[config.mk]
export PLATFORM = sky130hd
export DESIGN_NAME = min_coin_change_with_counts
export DESIGN_NICKNAME = d
export VERILOG_FILES = /design/src/hw/rtl/mcc_pkg.sv /design/src/hw/rtl/min_coin_change_with_counts.sv
export SDC_FILE = /design/constraint.sdc
export NUM_CORES = 1
export LEC_CHECK = 0
export BUFFER_PORTS_ARGS = -buffer_cell sky130_fd_sc_hd__buf_2
export CAP_MARGIN = 20
export CORE_MARGIN = 2
export CORE_UTILIZATION = 40
export CTS_CLUSTER_DIAMETER = 120
export DETAILED_ROUTE_END_ITERATION = 16
export PLACE_DENSITY = 0.52
export SLEW_MARGIN = 20
export SYNTH_ARGS = -nofsm -noshare
export SYNTH_HDL_FRONTEND = slang
export SYNTH_SLANG_ARGS = --single-unit
[constraint.sdc]
create_clock -name clk -period 6.5 [get_ports clk]
set_clock_uncertainty 0.2 [all_clocks]
set_input_delay 0.65 -clock clk [delete_from_list [all_inputs] [get_ports clk]]
set_output_delay 0.65 -clock clk [all_outputs]
set_load 0.01 [all_outputs]
[src/hw/rtl/mcc_pkg.sv]
package mcc_pkg;

    // Sequencer states of the table rebuild.
    typedef enum logic [1:0] {
        ST_IDLE,
        ST_CLEAR,
        ST_RUN
    } state_t;

    // Register indexes on the configuration port (byte address 4*i).
    localparam logic [1:0] REG_LARGE = 2'd0;
    localparam logic [1:0] REG_MID   = 2'd1;
    localparam logic [1:0] REG_SMALL = 2'd2;

    // Step within one table entry: the three denomination tries, then the write-back.
    localparam logic [1:0] PH_LARGE = 2'd0;
    localparam logic [1:0] PH_MID   = 2'd1;
    localparam logic [1:0] PH_SMALL = 2'd2;
    localparam logic [1:0] PH_WRITE = 2'd3;

    localparam int          DENOM_W    = 5;
    localparam int          COUNT_W    = 5;
    localparam int          BEST_W     = 6;
    localparam logic [5:0]  UNREACHED  = 6'd63;

    localparam logic [4:0]  RESET_LARGE = 5'd8;
    localparam logic [4:0]  RESET_MID   = 5'd5;
    localparam logic [4:0]  RESET_SMALL = 5'd1;

    // One table entry: least stamp count and the split over the denominations.
    typedef struct packed {
        logic [BEST_W-1:0]  best;
        logic [COUNT_W-1:0] n_large;
        logic [COUNT_W-1:0] n_mid;
        logic [COUNT_W-1:0] n_small;
    } entry_t;

endpackage

[src/hw/rtl/min_coin_change_with_counts.sv]
// Channel   Handshake                       Payload
// input     in_valid / in_ready             amount_units
// output    out_valid / out_ready           min_count, count_large, count_mid,
//                                           count_small, reachable
// config    psel, penable, pwrite, pready   paddr, pwdata, prdata
//
// A query clears entry zero and then works through every entry from 1 up to
// the amount: three reads of the table RAM, one per denomination, each checked
// in the following cycle, and one write-back.
// in_ready is high only while the sequencer is idle. Reset clears the control
// state and sets the denominations to 8, 5 and 1; the table RAM is not cleared.
// If the previous result has not been taken, the last step of a query waits.
module min_coin_change_with_counts #(
    parameter int TABLE_ENTRIES = 32
) (
    input  logic                           clk,
    input  logic                           rst_n,
    input  logic                           in_valid,
    output logic                           in_ready,
    input  logic [mcc_pkg::DENOM_W-1:0]    amount_units,
    output logic                           out_valid,
    input  logic                           out_ready,
    output logic [mcc_pkg::COUNT_W-1:0]    min_count,
    output logic [mcc_pkg::COUNT_W-1:0]    count_large,
    output logic [mcc_pkg::COUNT_W-1:0]    count_mid,
    output logic [mcc_pkg::COUNT_W-1:0]    count_small,
    output logic                           reachable,
    input  logic                           psel,
    input  logic                           penable,
    input  logic                           pwrite,
    input  logic [3:0]                     paddr,
    input  logic [31:0]                    pwdata,
    output logic [31:0]                    prdata,
    output logic                           pready
);
    import mcc_pkg::*;

    localparam int IDX_W = $clog2(TABLE_ENTRIES);
    localparam int AW    = (IDX_W > DENOM_W) ? IDX_W : DENOM_W;
    localparam int LAST  = TABLE_ENTRIES - 1;

    state_t              state_reg, state_next;
    logic [1:0]          phase_reg, phase_next;
    logic [IDX_W-1:0]    idx_reg, idx_next;
    logic [IDX_W-1:0]    amount_reg, amount_next;
    logic                pend_valid_reg, pend_valid_next;
    logic [1:0]          pend_k_reg, pend_k_next;
    entry_t              work_reg, work_next;
    logic                out_valid_reg, out_valid_next;
    entry_t              result_reg, result_next;
    logic                reach_reg, reach_next;

    logic [DENOM_W-1:0]  denom_large_reg, denom_mid_reg, denom_small_reg;

    entry_t              entry_mem [TABLE_ENTRIES];
    entry_t              rd_data_reg;
    logic                wr_en;
    logic [IDX_W-1:0]    wr_addr;
    entry_t              wr_data;
    logic                rd_en;
    logic [IDX_W-1:0]    rd_addr;

    logic [DENOM_W-1:0]  dv;
    logic [AW-1:0]       src_wide;
    logic                usable;
    logic [BEST_W-1:0]   cand_best;
    logic                better;
    entry_t              work_eval;
    logic                slot_free;
    logic                cfg_wr;
    logic [IDX_W-1:0]    amount_sat;
    entry_t              zero_entry;
    entry_t              empty_entry;

    // Configuration registers.
    assign pready = 1'b1;
    assign cfg_wr = psel && penable && pwrite;

    always_ff @(posedge clk or negedge rst_n)
    begin
        if (!rst_n)
        begin
            denom_large_reg <= RESET_LARGE;
            denom_mid_reg   <= RESET_MID;
            denom_small_reg <= RESET_SMALL;
        end
        else if (cfg_wr)
        begin
            case (paddr[3:2])
                REG_LARGE: denom_large_reg <= pwdata[DENOM_W-1:0];
                REG_MID:   denom_mid_reg   <= pwdata[DENOM_W-1:0];
                REG_SMALL: denom_small_reg <= pwdata[DENOM_W-1:0];
                default:   ;
            endcase
        end
    end

    always_comb
    begin
        case (paddr[3:2])
            REG_LARGE: prdata = {{(32-DENOM_W){1'b0}}, denom_large_reg};
            REG_MID:   prdata = {{(32-DENOM_W){1'b0}}, denom_mid_reg};
            REG_SMALL: prdata = {{(32-DENOM_W){1'b0}}, denom_small_reg};
            default:   prdata = '0;
        endcase
    end

    // Table RAM: one write port, one read port with registered data.
    always_ff @(posedge clk)
    begin
        if (wr_en)
        begin
            entry_mem[wr_addr] <= wr_data;
        end
        if (rd_en)
        begin
            rd_data_reg <= entry_mem[rd_addr];
        end
    end

    // Shared try unit: denomination of this step, its source entry and the check.
    always_comb
    begin
        case (phase_reg)
            PH_LARGE: dv = denom_large_reg;
            PH_MID:   dv = denom_mid_reg;
            PH_SMALL: dv = denom_small_reg;
            default:  dv = '0;
        endcase
    end

    assign src_wide  = AW'(idx_reg) - AW'(dv);
    assign usable    = (dv != '0) && (AW'(dv) <= AW'(idx_reg)) && (phase_reg != PH_WRITE);
    assign cand_best = rd_data_reg.best + BEST_W'(1);
    // An unreachable source cannot improve an entry; ties keep the earlier try.
    assign better    = pend_valid_reg && (rd_data_reg.best != UNREACHED)
                       && (cand_best < work_reg.best);

    always_comb
    begin
        work_eval = work_reg;
        if (better)
        begin
            work_eval      = rd_data_reg;
            work_eval.best = cand_best;
            case (pend_k_reg)
                PH_LARGE: work_eval.n_large = rd_data_reg.n_large + COUNT_W'(1);
                PH_MID:   work_eval.n_mid   = rd_data_reg.n_mid + COUNT_W'(1);
                default:  work_eval.n_small = rd_data_reg.n_small + COUNT_W'(1);
            endcase
        end
    end

    always_comb
    begin
        if (int'(amount_units) > LAST)
        begin
            amount_sat = IDX_W'(LAST);
        end
        else
        begin
            amount_sat = IDX_W'(amount_units);
        end
    end

    assign zero_entry  = '0;
    assign empty_entry = '{best: UNREACHED, n_large: '0, n_mid: '0, n_small: '0};
    assign slot_free   = !out_valid_reg || out_ready;

    always_ff @(posedge clk or negedge rst_n)
    begin
        if (!rst_n)
        begin
            state_reg      <= ST_IDLE;
            phase_reg      <= PH_LARGE;
            idx_reg        <= '0;
            pend_valid_reg <= 1'b0;
            out_valid_reg  <= 1'b0;
        end
        else
        begin
            state_reg      <= state_next;
            phase_reg      <= phase_next;
            idx_reg        <= idx_next;
            pend_valid_reg <= pend_valid_next;
            out_valid_reg  <= out_valid_next;
        end
    end

    always_ff @(posedge clk)
    begin
        amount_reg <= amount_next;
        pend_k_reg <= pend_k_next;
        work_reg   <= work_next;
        result_reg <= result_next;
        reach_reg  <= reach_next;
    end

    always_comb
    begin
        state_next      = state_reg;
        phase_next      = phase_reg;
        idx_next        = idx_reg;
        amount_next     = amount_reg;
        pend_valid_next = 1'b0;
        pend_k_next     = phase_reg;
        work_next       = work_reg;
        result_next     = result_reg;
        reach_next      = reach_reg;
        out_valid_next  = out_valid_reg && !out_ready;
        in_ready        = 1'b0;
        wr_en           = 1'b0;
        wr_addr         = idx_reg;
        wr_data         = work_eval;
        rd_en           = 1'b0;
        rd_addr         = IDX_W'(src_wide);

        case (state_reg)
            ST_IDLE:
            begin
                in_ready = 1'b1;
                if (in_valid)
                begin
                    amount_next = amount_sat;
                    state_next  = ST_CLEAR;
                end
            end

            ST_CLEAR:
            begin
                wr_en   = 1'b1;
                wr_addr = '0;
                wr_data = zero_entry;
                if (amount_reg == '0)
                begin
                    if (slot_free)
                    begin
                        result_next    = zero_entry;
                        reach_next     = 1'b1;
                        out_valid_next = 1'b1;
                        state_next     = ST_IDLE;
                    end
                end
                else
                begin
                    idx_next   = IDX_W'(1);
                    work_next  = empty_entry;
                    phase_next = PH_LARGE;
                    state_next = ST_RUN;
                end
            end

            ST_RUN:
            begin
                // Each cycle checks the read result held in rd_data_reg, flagged by pend_valid_reg.
                work_next = work_eval;
                if (phase_reg != PH_WRITE)
                begin
                    rd_en           = usable;
                    pend_valid_next = usable;
                    phase_next      = phase_reg + 2'd1;
                end
                else if (idx_reg == amount_reg)
                begin
                    // Hold the final step until the output register is free.
                    pend_valid_next = pend_valid_reg;
                    pend_k_next     = pend_k_reg;
                    work_next       = work_reg;
                    if (slot_free)
                    begin
                        wr_en          = 1'b1;
                        result_next    = work_eval;
                        reach_next     = (work_eval.best != UNREACHED);
                        out_valid_next = 1'b1;
                        state_next     = ST_IDLE;
                    end
                end
                else
                begin
                    wr_en      = 1'b1;
                    idx_next   = idx_reg + IDX_W'(1);
                    work_next  = empty_entry;
                    phase_next = PH_LARGE;
                end
            end

            default:
            begin
                state_next = ST_IDLE;
            end
        endcase
    end

    assign out_valid   = out_valid_reg;
    assign reachable   = reach_reg;
    assign min_count   = reach_reg ? result_reg.best[COUNT_W-1:0] : '0;
    assign count_large = reach_reg ? result_reg.n_large : '0;
    assign count_mid   = reach_reg ? result_reg.n_mid : '0;
    assign count_small = reach_reg ? result_reg.n_small : '0;

endmodule
==> results of run 1 <==
## layer usage
layer  GRT usage (%)  vias to the layer above  routed length [um]
met3            3.26                       99                4200
met2            29.4                      461               36100
met5               0                        -                   0
li1                -                     8361                   -
met1            26.1                     9367               36300
met4            5.65                        0                1800
## critical path, cell delays in order (launching register included)
cell	delay [ns]
dfrtp_1	0.49
inv_1	0.12
ha_1	0.29
a222oi_1	0.49
nor2_1	0.14
ha_4	0.20
fa_4	1.15
buf_12	0.49
mux2i_1	0.16
nand3_1	0.11
nand4_1	0.15
mux2_2	0.34
mux2i_1	0.31
## metrics by stage
stage | worst slack [ns] | cells | hold WS [ns] | area (sq um) | utilization [%]
after floorplan | 1.81 | 2170 | 0.154 | 32800 | -
after global placement | 1.52 | 3177 | 0.266 | 34300 | 42.5
after detailed placement | 1.55 | 3177 | 0.270 | 34300 | 42.5
after CTS | 1.51 | 3328 | 0.0607 | 36800 | 45.6
after global routing | 1.32 | 3329 | 0.0734 | 36900 | 45.7
final | 1.53 | 3329 | 0.0801 | 36900 | 45.7
## area by class of cell
class,instances,area (sq um),share of cell area [%]
Inverter,19,76.3,0.207
Tap cell,1060,1330,3.60
Clock buffer,106,2200,5.98
Timing Repair Buffer,118,931,2.52
Clock inverter,39,265,0.719
Sequential cell,768,22900,62.2
Multi-Input combinational cell,1219,9130,24.8
## synth_stat cells, types with 3 or more instances
master    count  area, sq um
nor2b_1       9         56.3
dfstp_2       4          105
nand3_2      10          100
xnor2_1      17          149
dfrtp_1      22          551
nand2b_1      6         37.5
nor3_1        8         40.0
and4_1        4         35.0
buf_1         8         30.0
inv_1        17         63.8
nand4_1      96          601
mux2i_1     385         3850
o21ai_0      16         80.1
nand2_1      35          131
mux2_2       60          676
nor4_1        4         25.0
buf_2        54          270
buf_4        39          293
ha_1         24          300
xor2_1        7         61.3
clkbuf_1     50          188
or2_2         4         25.0
buf_6        13          146
a222oi_1      5         50.1
and3_1        5         31.3
a21oi_1       5         25.0
nor2_1      101          379
edfxtp_1    742        22300
nand3_1     339         1700
and2_1       22          138
a31oi_1       3         18.8
## kinds of logic (layout without fill, tap and decap cells)
logic type,Yosys count,count (layout),share of synthesized area [%]
adder cells (fa/ha/maj),25,25,0.980
multiplexers,445,445,13.9
AND/OR/NAND/NOR,647,647,10.2
buffers and inverters,183,282,3.05
XOR/XNOR,27,27,0.792
AO/OA/AOI/OAI,47,47,0.999
other,2,28,0.0230
flip-flops,768,768,70.1
## path summary, 6_finish.rpt
kind	startpoint	to	slack, ns	cells past startpoint
setup reg to reg	phase_reg[0]	rd_data_reg[10]	1.53	12
min in group asynchronous	rst_n	denom_small_reg[4]	0.38	2
hold / removal	pwdata[1]	denom_mid_reg[1]	0.08	2
hold reg to reg	pend_valid_reg	pend_valid_reg	0.28	1
max in group asynchronous	rst_n	state_reg[0]	5.29	2
setup / recovery	phase_reg[0]	rd_data_reg[10]	1.53	12
==> flow_metrics.tcl, run 1 <==
set metrics [dict create \
    antenna_found_initial 0 \
    fp.dieW_um 290 \
    core_area_sq_um 80700 \
    cts_resized 0 \
    io_pins 104 \
    final_common_cell "edfxtp_1" \
    largest_register_ffs 672 \
    cts_buffers 83 \
    cts_root_buf "clkbuf_16" \
    num_vias 18288 \
    start_kind "register" \
    via_per_inst 5.49 \
    fillers 6994 \
    yosysWarnings 0 \
    avgSynthCellArea_sq_um 15.3 \
    synth_edf_count 742 \
    layout-drive-gt1-share_pct 15.8 \
    final_nets 2282 \
    worstSetupEndpointType "register" \
    cts_sinks 768 \
    hp-class "in -> reg" \
    final_cell_mix "742 x edfxtp_1, 385 x mux2i_1, 339 x nand3_1, 96 x nand4_1, 84 x clkbuf_16" \
    cts_hold_buffers 6 \
    fin_crit_sh_pct 76.4 \
    wirelength_um 78400 \
    grt_max_degree 170 \
    grt_pass1_vias 18125 \
    die-area_sq_um 84100 \
    start_util_pct 40.5 \
    synth_seq_cells 768 \
    path_max_fanout 77 \
    rsz0062_at_grt "false" \
    cts_tree "built" \
    cts_buffer_depth 3 \
    synth-async-reset-ratio_pct 3.39 \
    dp_hpwl_um 43500 \
    ys_types 55 \
    grt_usage_pct 18.5 \
    areaGrowthSynthToFinish_pct 12.8 \
    cts_max_level 3 \
    path_clk_slew_ns 0.06 \
    drtPass1Iterations 5 \
    synth_seq_area_share_pct 70.1 \
    cts_setup_buffers 0 \
    crit_type "reg -> reg" \
    die_h_um 290 \
    netlist_area_sq_um 32700 \
    tightest_slew_ns 1.10 \
    cap_violations 0 \
    routedWlPerCell_um 23.5 \
    synth_flop_cell "edfxtp_1" \
    drc 0 \
    fin_setup_tns_ns 0 \
    final_hold_viol_count 0 \
    relSlewSlack_pct 26.4 \
    max_freq_mhz 201 \
    diodes 0 \
    status "completed" \
    rows 104 \
    first_iter_violations 1220 \
    finalSetupViolCount 0 \
    gp_congestion 0.786 \
    synth_cells 2144 \
    worstSkewPairLatency_ns 0.63 \
    arrival_ns 5.18 \
    ant_nets 0 \
    required_ns 6.71 \
    drv_slew 0 \
    fin_crit_ns 4.97 \
    grt_pass1_wl_um 117000 \
    grt_overflow_total 0 \
    place.port_buffers 46 \
]
Power of run 1 is not shown: default switching activity piles up to over one toggle a cycle in this logic, so the estimate is an artifact.
==> run 2, diff against run 1 <==
- PLACE_DENSITY: 0.52 -> 0.54
- clock period: 6.5 -> 4.3 ns (I/O delays scaled with it)
==> flow_metrics.tcl, run 2 (same netlist as run 1, synthesis figures left out) <==
set metrics [dict create \
    start_kind "register" \
    grt_overflow_total 0 \
    final_common_cell "edfxtp_1" \
    wirelength_um 77700 \
    gp_congestion 0.811 \
    io_pins 104 \
    final_nets 2351 \
    fin_crit_sh_pct 96.0 \
    status "completed" \
    final_hold_viol_count 0 \
    cts_buffers 82 \
    drv_slew 0 \
    finalWorstSetupSlack_ns 0.170 \
    dp.cells 3233 \
    cts_max_level 3 \
    via_per_inst 5.44 \
    drc 0 \
    finalSetupViolCount 0 \
    antenna_found_initial 0 \
    ant_nets 0 \
    grt_usage_pct 18.3 \
    tightest_slew_ns 0.992 \
    cts_root_buf "clkbuf_16" \
    hp-class "in -> async" \
    areaGrowthSynthToFinish_pct 15.8 \
    worstSkewPairLatency_ns 0.63 \
    dp_hpwl_um 45600 \
    arrival_ns 4.37 \
    fillers 6963 \
    routedWlPerCell_um 22.8 \
    diodes 0 \
    final_cell_mix "742 x edfxtp_1, 378 x mux2i_1, 339 x nand3_1, 96 x nand4_1, 92 x buf_4" \
    grt_pass1_wl_um 117000 \
    grt_max_degree 81 \
    largest_register_ffs 672 \
    grt_pass1_vias 18353 \
    num_vias 18513 \
    first_iter_violations 1360 \
    core_area_sq_um 80700 \
    crit_type "reg -> reg" \
    fin_crit_ns 4.13 \
    cts_buffer_depth 3 \
    fp.dieW_um 290 \
    rows 104 \
    worstSetupEndpointType "register" \
    drtPass1Iterations 5 \
    start_util_pct 40.5 \
    place.port_buffers 46 \
    fin_cells 3402 \
    die-area_sq_um 84100 \
    layout-drive-gt1-share_pct 18.6 \
    multi_input_area_sq_um 9180 \
    cts_sinks 768 \
    dpl_worst_slack_ns -0.0125 \
    rrSetupSlack_ns 0.17 \
    required_ns 4.54 \
    reg2reg_depth 14 \
    cap_violations 0 \
    cts_tree "built" \
    ff_latch_area_sq_um 22900 \
    path_max_fanout 19 \
    path_clk_slew_ns 0.06 \
    die_h_um 290 \
    relSlewSlack_pct 33.9 \
    max_freq_mhz 242 \
    rsz0062_at_grt "false" \
]
==> run 2: cell types whose count changed in the layout (fill, tap and decap cells not counted), moves of 3 or more <==
| cell | previous run | this run |
|---|---|---|
| buf_12 | 10 | 33 |
| buf_4 | 55 | 92 |
| mux2i_2 | 0 | 7 |
| clkinv_8 | 1 | 4 |
| mux2i_1 | 385 | 378 |
| dlygate4sd3_1 | 6 | 13 |
==> run 2: timing repair <==
item | CTS | global route
setup buffers | 0 | 6
gates resized for setup | 5 | 11
gates cloned | 0 | 2
pin swaps | 0 | 2
hold endpoints to repair | 48 | 0
hold buffers | 13 | 0
setup endpoints to repair | 5 | 21
==> run 2: final timing paths <==
kind	start	endpoint
setup / recovery	phase_reg[1]	rd_data_reg[6]
hold / removal	rst_n	denom_large_reg[4]
setup reg to reg	phase_reg[1]	rd_data_reg[6]
hold reg to reg	pend_valid_reg	pend_valid_reg
max in group asynchronous	rst_n	phase_reg[0]
min in group clk	paddr[2]	denom_large_reg[4]
==> run 2: worst max-delay path: stages (launching register included) <==
cell      delay, ns
dfrtp_1        0.42
inv_2          0.08
ha_1           0.23
a222oi_1       0.35
buf_4          0.19
nor2_1         0.07
ha_4           0.19
fa_4           0.89
buf_12         0.19
buf_12         0.20
mux2i_1        0.10
nand3_1        0.08
nand4_1        0.13
mux2_2         0.35
mux2i_2        0.24
==> run 2: stage by stage <==
step                TNS [ns]  area (sq um)  hold slack, ns  util, %
floorplan                  0         32800         -0.0656        -
global placement     -0.0227         35000           0.265     43.4
detailed placement   -0.0125         35000           0.281     43.4
CTS                        0         37700           0.141     46.7
global route               0         37900           0.207     46.9
finish                     0         37900           0.168     46.9
==> run 2: area by class of cell <==
class	instances	area share, %
Clock buffer	105	5.70
Clock inverter	43	0.939
Inverter	19	0.202
Multi-Input combinational cell	1219	24.3
Sequential cell	768	60.6
Tap cell	1060	3.50
Timing Repair Buffer	188	4.80
==> run 2: per-layer routing <==
metal | up-vias | wire length (um) | GRT usage (%)
met5 | - | 0 | 0
met2 | 503 | 36500 | 29.7
met1 | 9424 | 35900 | 25.9
met4 | 0 | 1360 | 5.02
li1 | 8489 | - | -
met3 | 97 | 3890 | 2.74
Power of run 2 is left out for the same reason.
